$ cat src/rtl/assert_macros.svh
// Assertion helpers shared by the RTL files.
// Every check samples on clk_i and is disabled while rst_ni is low.
`ifndef ASSERT_MACROS_SVH
`define ASSERT_MACROS_SVH

// Checks a property on every rising edge of clk_i.
`define ASSERT_AT(lbl, prop, msg) \
  lbl: assert property (@(posedge clk_i) disable iff (!rst_ni) (prop)) else $error(msg);

// Checks that a condition is never true.
`define ASSERT_NEVER(lbl, cond, msg) \
  `ASSERT_AT(lbl, !(cond), msg)

`endif

$ cat src/rtl/fpalu_pkg.sv
// ----------------------------------------------------------------------------
// fpalu_pkg
// Shared types, constants and helper functions for the Q24.8 fixed-point ALU.
// ----------------------------------------------------------------------------
`default_nettype none

package fpalu_pkg;

  // Number format and datapath sizes.
  localparam int unsigned FRAC_BITS   = 8;
  localparam int unsigned DATA_W      = 32;
  localparam int unsigned QUOT_W      = DATA_W + FRAC_BITS;
  localparam int unsigned REM_W       = DATA_W + 1;
  localparam int unsigned PROD_W      = 2 * DATA_W;
  localparam int unsigned QUEUE_DEPTH = 4;
  localparam int unsigned QUEUE_PTR_W = $clog2(QUEUE_DEPTH);

  localparam logic signed [63:0] I32_MAX_64  = 64'sh0000_0000_7FFF_FFFF;
  localparam logic signed [63:0] I32_MIN_64  = 64'shFFFF_FFFF_8000_0000;
  localparam logic        [63:0] FRAC_MASK64 = (64'd1 << FRAC_BITS) - 64'd1;
  localparam logic        [63:0] HALF_LSB64  = 64'd1 << (FRAC_BITS - 1);
  localparam logic        [31:0] I32_MAX     = 32'h7FFF_FFFF;
  localparam logic        [31:0] I32_MIN     = 32'h8000_0000;

  // Operation codes.
  typedef enum logic [3:0] {
    OP_ADD      = 4'd0,
    OP_SUB      = 4'd1,
    OP_MUL      = 4'd2,
    OP_DIV      = 4'd3,
    OP_MIN      = 4'd4,
    OP_MAX      = 4'd5,
    OP_INC      = 4'd6,
    OP_DEC      = 4'd7,
    OP_TO_INT   = 4'd8,
    OP_FROM_INT = 4'd9
  } op_e;

  // Result status codes.
  typedef enum logic [1:0] {
    ST_OK       = 2'd0,
    ST_OVERFLOW = 2'd1,
    ST_DIV_ZERO = 2'd2
  } status_e;

  // How the back end finishes a transaction.
  typedef enum logic [1:0] {
    KIND_SIMPLE = 2'd0,
    KIND_MUL    = 2'd1,
    KIND_DIV    = 2'd2
  } kind_e;

  typedef struct packed {
    logic less;
    logic equal;
    logic greater;
  } flags_t;

  // Classified transaction handed from the front end to the back end.
  typedef struct packed {
    kind_e       kind;
    logic [31:0] result;
    status_e     status;
    flags_t      flags;
    logic        neg;
    logic [31:0] mag_a;
    logic [31:0] mag_b;
  } work_t;

  typedef struct packed {
    logic [31:0] value;
    logic        ovf;
  } sat_t;

  // Saturates a wide signed value to the signed 32-bit range.
  function automatic sat_t sat_to_32(input logic signed [63:0] v);
    sat_t r;
    r.value = v[31:0];
    r.ovf   = 1'b0;
    if (v > I32_MAX_64) begin
      r.value = I32_MAX;
      r.ovf   = 1'b1;
    end else if (v < I32_MIN_64) begin
      r.value = I32_MIN;
      r.ovf   = 1'b1;
    end
    return r;
  endfunction

endpackage

`default_nettype wire

$ cat src/rtl/fpalu_queue.sv
// ----------------------------------------------------------------------------
// fpalu_queue
// Short FIFO that decouples the front end from the back-end pipeline.
// ----------------------------------------------------------------------------
`default_nettype none

`include "assert_macros.svh"

module fpalu_queue (
  input  logic              clk_i,
  input  logic              rst_ni,
  input  logic              push_i,
  input  fpalu_pkg::work_t  push_data_i,
  output logic              full_o,
  input  logic              pop_i,
  output logic              empty_o,
  output fpalu_pkg::work_t  pop_data_o
);
  import fpalu_pkg::*;

  work_t                    mem_q [QUEUE_DEPTH];
  logic [QUEUE_PTR_W-1:0]   wr_ptr_q, wr_ptr_d, rd_ptr_q, rd_ptr_d;
  logic [QUEUE_PTR_W:0]     count_q, count_d;

  assign full_o     = count_q == (QUEUE_PTR_W+1)'(QUEUE_DEPTH);
  assign empty_o    = count_q == '0;
  assign pop_data_o = mem_q[rd_ptr_q];

  // Pointer and occupancy update.
  always_comb begin
    wr_ptr_d = push_i ? wr_ptr_q + 1'b1 : wr_ptr_q;
    rd_ptr_d = pop_i  ? rd_ptr_q + 1'b1 : rd_ptr_q;
    count_d  = count_q + (QUEUE_PTR_W+1)'(push_i) - (QUEUE_PTR_W+1)'(pop_i);
  end

  always_ff @(posedge clk_i or negedge rst_ni) begin
    if (!rst_ni) begin
      wr_ptr_q <= '0;
      rd_ptr_q <= '0;
      count_q  <= '0;
    end else begin
      wr_ptr_q <= wr_ptr_d;
      rd_ptr_q <= rd_ptr_d;
      count_q  <= count_d;
    end
  end

  // Entry storage.
  always_ff @(posedge clk_i) begin
    if (push_i) begin
      mem_q[wr_ptr_q] <= push_data_i;
    end
  end

  `ASSERT_NEVER(a_no_overflow, push_i && full_o && !pop_i, "queue pushed while full")
  `ASSERT_NEVER(a_no_underflow, pop_i && empty_o, "queue popped while empty")
  `ASSERT_AT(a_count_bound, count_q <= (QUEUE_PTR_W+1)'(QUEUE_DEPTH), "queue count out of range")

endmodule

`default_nettype wire

$ cat config.mk
export PLATFORM = sky130hd
export DESIGN_NAME = fpalu_queue
export DESIGN_NICKNAME = d
export VERILOG_FILES = /design/src/rtl/fpalu_pkg.sv /design/src/rtl/fpalu_queue.sv
export VERILOG_INCLUDE_DIRS = /design/src /design/src/rtl
export SDC_FILE = /design/constraint.sdc
export NUM_CORES = 1
export LEC_CHECK = 0
export ABC_AREA = 1
export BUFFER_PORTS_ARGS = -buffer_cell sky130_fd_sc_hd__buf_4
export CAP_MARGIN = 20
export CORE_AREA = 4 4 181 183
export CTS_BUF_LIST = sky130_fd_sc_hd__clkbuf_4 sky130_fd_sc_hd__clkbuf_8 sky130_fd_sc_hd__clkbuf_16
export CTS_CLUSTER_DIAMETER = 100
export CTS_CLUSTER_SIZE = 8
export DETAILED_ROUTE_END_ITERATION = 8
export DIE_AREA = 0 0 185 187
export PLACE_DENSITY = 0.79
export SLEW_MARGIN = 0
export SYNTH_ARGS = -nofsm -noshare
export SYNTH_HDL_FRONTEND = slang
export SYNTH_SLANG_ARGS = --single-unit
export TNS_END_PERCENT = 50
$ cat constraint.sdc
create_clock -name clk_i -period 4.5 [get_ports clk_i]
set_input_delay 0.225 -clock clk_i [delete_from_list [all_inputs] [get_ports clk_i]]
set_output_delay 0.225 -clock clk_i [all_outputs]
set_load 0.05 [all_outputs]
After elaboration in Yosys (flattened, before gate mapping)
Memories as Yosys holds them, arrays and structs flattened.
Index checks and enable logic that the tools add are counted.
W data, S select, Z words.
{"block": "word_totals", "memories": 1, "mem_bits_rw": 416, "in_bits": 108, "reg_bits": 7}
{"name": "mem_q", "depth": 4, "width": 104, "read_ports": 1, "rd_clocked_by_memory_dff": 0, "write_ports": 1, "line_no": "fpalu_queue.sv:21", "text": "work_t mem_q [QUEUE_DEPTH];"}
{"block": "op_classes", "n_reduce_logical": 1, "n_eq_ne": 1, "n_addsub": 4, "mux": 2}
{"operator": "$add A2 B1 Y2 const B", "count": 2}
{"operator": "$add A3 B1 Y3", "count": 1}
{"operator": "$eq A3 B3 Y1 const B", "count": 1}
{"operator": "$logic_not A3 Y1", "count": 1}
{"operator": "$sub A3 B1 Y3", "count": 1}
{"operator": "$mux W1", "count": 2}

Depth between registers and ports, before layout
Gate-level depths: netlist of the first run.
{"block": "logic_depth", "ltp_word": 2, "ltp_mapped": 10, "depth_no_buf": 10}

Worst setup path before layout of the first run
No wires, ideal clock.
{"block": "synth_timing", "path_kind": "flip-flop to flip-flop", "startpoint": "reg wr_ptr_q[0]", "endpoint": "mem mem_q[0][0] (netlist bit), enable pin", "arrival_ns": 2.694, "synth_period_minus_slack_ns": 3.152, "path_stages_with_launch": 5, "n_path_buf": 0, "setup_slack_ns": 1.348, "setup_ns": 0.458, "required_time_ns": 4.042, "path_cell_list": "dfrtp_1 > inv_1 > ha_1 > nand2_1 > inv_1"}
{"item": "start, declared", "line_no": "fpalu_queue.sv:22", "text": "logic [QUEUE_PTR_W-1:0] wr_ptr_q, wr_ptr_d, rd_ptr_q, rd_ptr_d;"}
{"item": "start signal, assigned", "line_no": "fpalu_queue.sv:42", "text": "wr_ptr_q <= wr_ptr_d;"}
{"item": "end, declared", "line_no": "fpalu_queue.sv:21"}
Straight into the memory's write port.

==> results of run 1 <==
-- sequential cells by signal, summed over array words and instances, names as in the netlist --
register,cells
mem_q,416
wr_ptr_q,2
count_q,3
rd_ptr_q,2
-- worst paths after layout --
check / start / to / slack (ns) / cells after the start
min reg2reg: wr_ptr_q[0] / wr_ptr_q[0] / 0.53 / 1
max reg2reg: wr_ptr_q[1] / mem_q[1][18] / 2.18 / 5
min: rst_ni / wr_ptr_q[1] / 0.03 / 2
max in group asynchronous: rst_ni / rd_ptr_q[0] / 4.30 / 2
max: rd_ptr_q[1] / pop_data_o[97] / 1.54 / 5
min in group clk_i: push_data_i[32] / mem_q[2][32] / 0.41 / 2
-- what timing repair did --
item	in CTS	in global routing
resized for setup	0	0
endpoints found under the hold margin	428	0
hold buffers	107	0
setup endpoints to repair	0	0
-- stage by stage --
| stage | cells | setup WS (ns) | total power, mW | area (um^2) |
|---|---|---|---|---|
| CTS | 2435 | 1.50 | 17.0 | 22500 |
| finish | 2437 | 1.54 | 16.9 | 22500 |
| global placement | 2233 | 2.10 | 12.7 | 19700 |
| detailed placement | 2233 | 2.11 | 12.8 | 19700 |
| floorplan | 1676 | 1.35 | 10.8 | 17900 |
| global route | 2437 | 1.38 | 17.8 | 22500 |
-- power by group through the flow --
stage | combinational [mW] | clock (mW) | sequential (mW)
2_1_floorplan | 5.35 | 0 | 5.42
3_3_place_gp | 7.23 | 0 | 5.47
3_5_place_dp | 7.32 | 0 | 5.50
6_report | 7.41 | 4.09 | 5.43
4_1_cts | 7.43 | 4.14 | 5.43
5_1_grt | 7.93 | 4.33 | 5.49
-- cell usage in the layout, fill, tap and decap left out --
cell type / count
fa_1: 1
dlygate4sd3_1: 107
dfrtp_1: 5
inv_4: 5
buf_4: 222
clkbuf_4: 35
clkbuf_16: 59
inv_6: 2
nor3_1: 2
dfrtp_4: 2
nand2_1: 531
edfxtp_1: 416
nand3_1: 209
diode_2: 2
ha_1: 6
buf_12: 3
xor2_1: 3
inv_1: 424
o21ai_0: 1
-- final cells by class --
| cell class | count | area [um^2] |
|---|---|---|
| clock inverters | 1 | 8.76 |
| diodes | 2 | 5.00 |
| well taps | 402 | 503 |
| clock buffers | 94 | 1740 |
| multi-input cells | 753 | 3180 |
| inverters | 430 | 1630 |
| flip-flops and latches | 423 | 12700 |
| fillers | 1994 | 8690 |
| repair buffers | 332 | 2800 |
-- routing by layer --
metal	vias to the layer above	share of wire
li1	5867	-
met1	5792	0.38
met2	488	0.52
met3	113	0.065
met4	2	0.032
met5	-	0.00030
-- worst max-delay path: stages, from the launching register on --
cell and delay (ns):
dfrtp_4 0.73, inv_4 0.55, buf_12 0.40, nand3_1 0.14, nand2_1 0.11, buf_4 0.20
-- cells by family after synthesis --
logic type      after synthesis
flops                       423
xor+xnor                      3
fa+ha+maj                     7
compound gates                1
simple gates                742
buf+inv                     500
==> run summary, run 1 <==
outcome: complete, no violations
met3 Use GR: 0.0420
TNS Setup: 0 ns
XOR/XNOR Fraction of Synth Area: 0.00147
clk_lat worst skew: 0.56 ns
Final Core Density: 0.722
synth unique cells: 17
Reg clk slew, reported paths: 0.05 ns
CTS tree: built
post-synthesis simple-gate area fraction: 0.170
Via density: 5.03
switching pwr: 7.23 mW
final setup fails: 0
Root Driver: clkbuf_16
share of cells above drive strength 1: 0.161
logic gate share of total power: 0.438
vias in the first global route: 12900
Seq/Total Area, Yosys: 0.707
antenna viol nets, final: 0
Critical Setup Path Class: flop to output port
hold slack: 0.0301 ns
TritonCTS Buffers: 58
maximum clock rate: 338 MHz
Die Ht: 187 um
RSZ-0062 raised after global routing: false
Worst Hold Class: primary input to asynchronous set/reset pin
maxcap violations: 0
clk buf depth: 3
syn_area_per_cell: 10.7 um^2
drt drc: 0
Setup Buffers After CTS: 0
global placer's final weighted congestion: 0.747
largest net degree at the start of global routing: 211
fin crit share: 0.658
# IOs: 214
die area: 0.0346 mm^2
mux contribution to synthesized area: 0
Core ar.: 0.0312 mm^2
minimum clock period: 2.96 ns
worst vdd ir: 0.558 mV
asr flop ratio synth: 0.0165
Starting DRT DRC Count: 776
Synth Area in Compound Gates: 0.000279
critical path launch point type: flop
Mapped Nets: 1791
count leader, synth: nand2_1
Die X: 185 um
# clock sinks: 423
synthesis-to-finish area growth: 25.8%
internal power: 9.70 mW
WP data arrival: 2.73 ns
initial antenna violation count: 3
cells after synthesis: 1676
Rel. slew slack: 0.273
wire per inst: 16.3 um
Seq pwr share: 0.321
GRT met1 Usage: 0.272
Main synth FF type: edfxtp_1
via count: 12300
Slew @ Worst Pin: 1.09 ns
H-tree level count: 2
Initial Util: 0.574
gr usage total: 0.229
DRT Pass-1 Iters: 5
final max-slew violation count: 0
crit end category: output port
Detailed Route WL: 39.8 mm
top cells by area, synth: edfxtp_1, nand2_1, inv_1, nand3_1, buf_2
share of Yosys cell area claimed by the top area cell type: 0.697
Row Count: 65
pwr dens: 751 mW/mm^2
post-DP HPWL: 21.3 mm
number of synthesized flops with an enable pin: 416
PortBufs: 213
switching share of total power: 0.427
area leader, netlist: edfxtp_1
first-pass GRT wire length: 63.0 mm
met2 Use GR: 0.409
top cells by count, synth: nand2_1, inv_1, edfxtp_1, nand3_1, buf_2
layer with the highest usage: met2
FF+latch count, synth: 423
largest family of logic cells by synthesized area: simple AND/OR/NAND/NOR gates
Congestion Overflow GR: 0
Clock Power Share: 0.241
Final #Nets: 2113
final worst clock skew: 0.0160 ns
Worst Path Required: 4.28 ns
Adder-Cell Fraction of Synth Area: 0.00531
final hold viol count: 0
Yosys warnings: 0
Mapped Area: 0.0179 mm^2
crit-path max FO: 61
Leak Pwr: 10.5 nW
Note: power is estimated with default switching activity, not from simulation.
==> inputs of run 2 (changes only) <==
- clock period: 4.5 -> 3 ns (I/O delays scaled with it)
==> run 2 against run 1 <==
- design area rose by 0.31%
- utilization rose by 0.22 points
- sequential power rose by 48%
- wire length rose by 1.6%
- clock skew rose by 0.0016 ns
- critical endpoint is now pop_data_o[31]
- largest cell class unchanged
==> run summary, run 2 (synthesis gave the netlist of run 1 again) <==
outcome: complete, no violations (unchanged)
final max-slew violation count: 0 (unchanged)
Congestion Overflow GR: 0 (unchanged)
CTS tree: built (unchanged)
post-CTS sizing: 0 (unchanged)
Leak Pwr: 10.5 nW (about the same)
most common cell after layout, fill and taps aside: nand2_1 (unchanged)
critical path launch point type: flop (unchanged)
crit-path max FO: 43 (was 61)
Root Driver: clkbuf_16 (unchanged)
pwr dens: 1120 mW/mm^2 (was 751 mW/mm^2)
commonest non-fill, non-tap cells in the layout: nand2_1, inv_1, edfxtp_1 (unchanged)
Reg with most FFs: mem_q (unchanged)
first-pass GRT wire length: 63.9 mm (was 63.0 mm)
crit end category: output port (unchanged)
vias in the first global route: 12600 (was 12900)
drt drc: 0 (unchanged)
post-route insts no fill: 2440 (was 2437)
Worst path max stage delay: 0.61 ns (was 0.73 ns)
maximum clock rate: 385 MHz
hold wc startpoint: push_data_i[64]
Slew @ Worst Pin: 0.974 ns (was 1.09 ns)
gr usage total: 0.232 (was 0.229)
clk_lat worst skew: 0.55 ns (was 0.56 ns)
Die X: 185 um (unchanged)
Row Count: 65 (unchanged)
Reg clk slew, reported paths: 0.05 ns (about the same)
post-DP HPWL: 22.7 mm (was 21.3 mm)
cells along the critical path: inv_4 -> buf_4 -> nand3_1 -> nand2_1 -> buf_4 (was inv_4 -> buf_12 -> nand3_1 -> nand2_1 -> buf_4)
via count: 12300 (about the same)
Via density: 5.04 (was 5.03)
clk buf depth: 3 (unchanged)
WP data arrival: 2.44 ns (was 2.73 ns)
Die Ht: 187 um (unchanged)
RSZ-0062 raised after global routing: false (unchanged)
H-tree level count: 2 (unchanged)
Starting DRT DRC Count: 1004 (was 776)
final hold viol count: 0 (unchanged)
initial antenna violation count: 5 (was 3)
post-route cell area: 0.0226 mm^2 (was 0.0225 mm^2)
synthesis-to-finish area growth: 26.2% (was 25.8%)
most frequent CP cell: buf_4
final worst clock skew: 0.0177 ns (was 0.0160 ns)
worst setup path startpoint: rd_ptr_q[1] (unchanged)
r2r startpoint: wr_ptr_q[0] (was wr_ptr_q[1])
wire per inst: 16.6 um (was 16.3 um)
TNS Setup: 0 ns (unchanged)
Initial Util: 0.574 (unchanged)
Final #Nets: 2123 (was 2113)
Core ar.: 0.0312 mm^2 (unchanged)
# IOs: 214 (unchanged)
minimum clock period: 2.59 ns
hold slack: 0.339 ns (was 0.0301 ns)
Rel. slew slack: 0.351 (was 0.273)
Detailed Route WL: 40.4 mm (was 39.8 mm)
Crit-path slowest cell: dfrtp_4 (unchanged)
global placer's final weighted congestion: 0.800 (was 0.747)
Post-Place Cells: 2242 (was 2233)
largest net degree at the start of global routing: 211 (unchanged)
TritonCTS Buffers: 58 (unchanged)
antenna viol nets, final: 0 (unchanged)
# clock sinks: 423 (unchanged)
Worst Path Required: 2.85 ns (was 4.28 ns)
fin crit share: 0.865
maxcap violations: 0 (unchanged)
Critical Setup Path Class: flop to output port (unchanged)
die area: 0.0346 mm^2 (unchanged)
share of cells above drive strength 1: 0.160 (was 0.161)
final setup fails: 0 (unchanged)
PortBufs: 213 (unchanged)
Worst Hold Class: primary input to flop (was primary input to asynchronous set/reset pin)
worst vdd ir: 0.867 mV (was 0.558 mV)
max reg flops: 416 (unchanged)
Cell Area, Placed: 0.0198 mm^2 (was 0.0197 mm^2)
Largest regs: mem_q (416), count_q (3) (unchanged)
DRT Pass-1 Iters: 5 (unchanged)
run 2: repair_timing:
action                                 4_1_cts  5_1_grt
hold buffers                               108        0
endpoints found under the hold margin      428        0
buffers inserted                             0        0
run 2: layer usage:
| layer | global-route usage | wire [um] | vias to the layer above |
|---|---|---|---|
| met5 | 0 | 0 | - |
| met4 | 0.110 | 1960 | 0 |
| met3 | 0.0383 | 2590 | 120 |
| met2 | 0.395 | 20300 | 531 |
| met1 | 0.290 | 15500 | 5766 |
| li1 | - | - | 5874 |
run 2: worst paths after layout:
| check | cells after the start | endpoint | slack, ns |
|---|---|---|---|
| setup / recovery | 5 | pop_data_o[31] | 0.41 |
| hold / removal | 2 | mem_q[1][64] | 0.34 |
| setup reg to reg | 5 | mem_q[2][15] | 0.88 |
| hold reg to reg | 2 | count_q[2] | 0.53 |
| max in group asynchronous | 3 | rd_ptr_q[1] | 2.10 |
| min in group asynchronous | 3 | wr_ptr_q[1] | 0.59 |
run 2: metrics by stage:
step | worst slack (ns) | utilization | power, mW
finish | 0.405 | 0.724 | 25.4
global route | 0.273 | 0.724 | 26.6
CTS | 0.387 | 0.723 | 25.4
detailed placement | 0.875 | 0.635 | 19.4
global placement | 0.899 | 0.635 | 19.2
floorplan | -0.130 | - | 16.1
run 2: cell type report:
class | instances | area [um^2]
sequential | 423 | 12700
fill | 1981 | 8620
multi-input combinational | 753 | 3180
timing repair buffer | 342 | 2940
clock buffer | 83 | 1660
inverter | 430 | 1630
tap | 402 | 503
antenna | 6 | 15.0
clock inverter | 1 | 8.76
run 2: critical path, delay by kind of cell, from the launching register on:
kind | cells | cell delay, ns
buffers and inverters | 3 | 1.00
flip-flops | 1 | 0.61
AND/OR/NAND/NOR | 2 | 0.25
run 2: power by group:
part | switching [mW] | internal, mW
Combinational | 8.37 | 3.00
Sequential | 0.316 | 7.75
Clock | 2.19 | 3.74
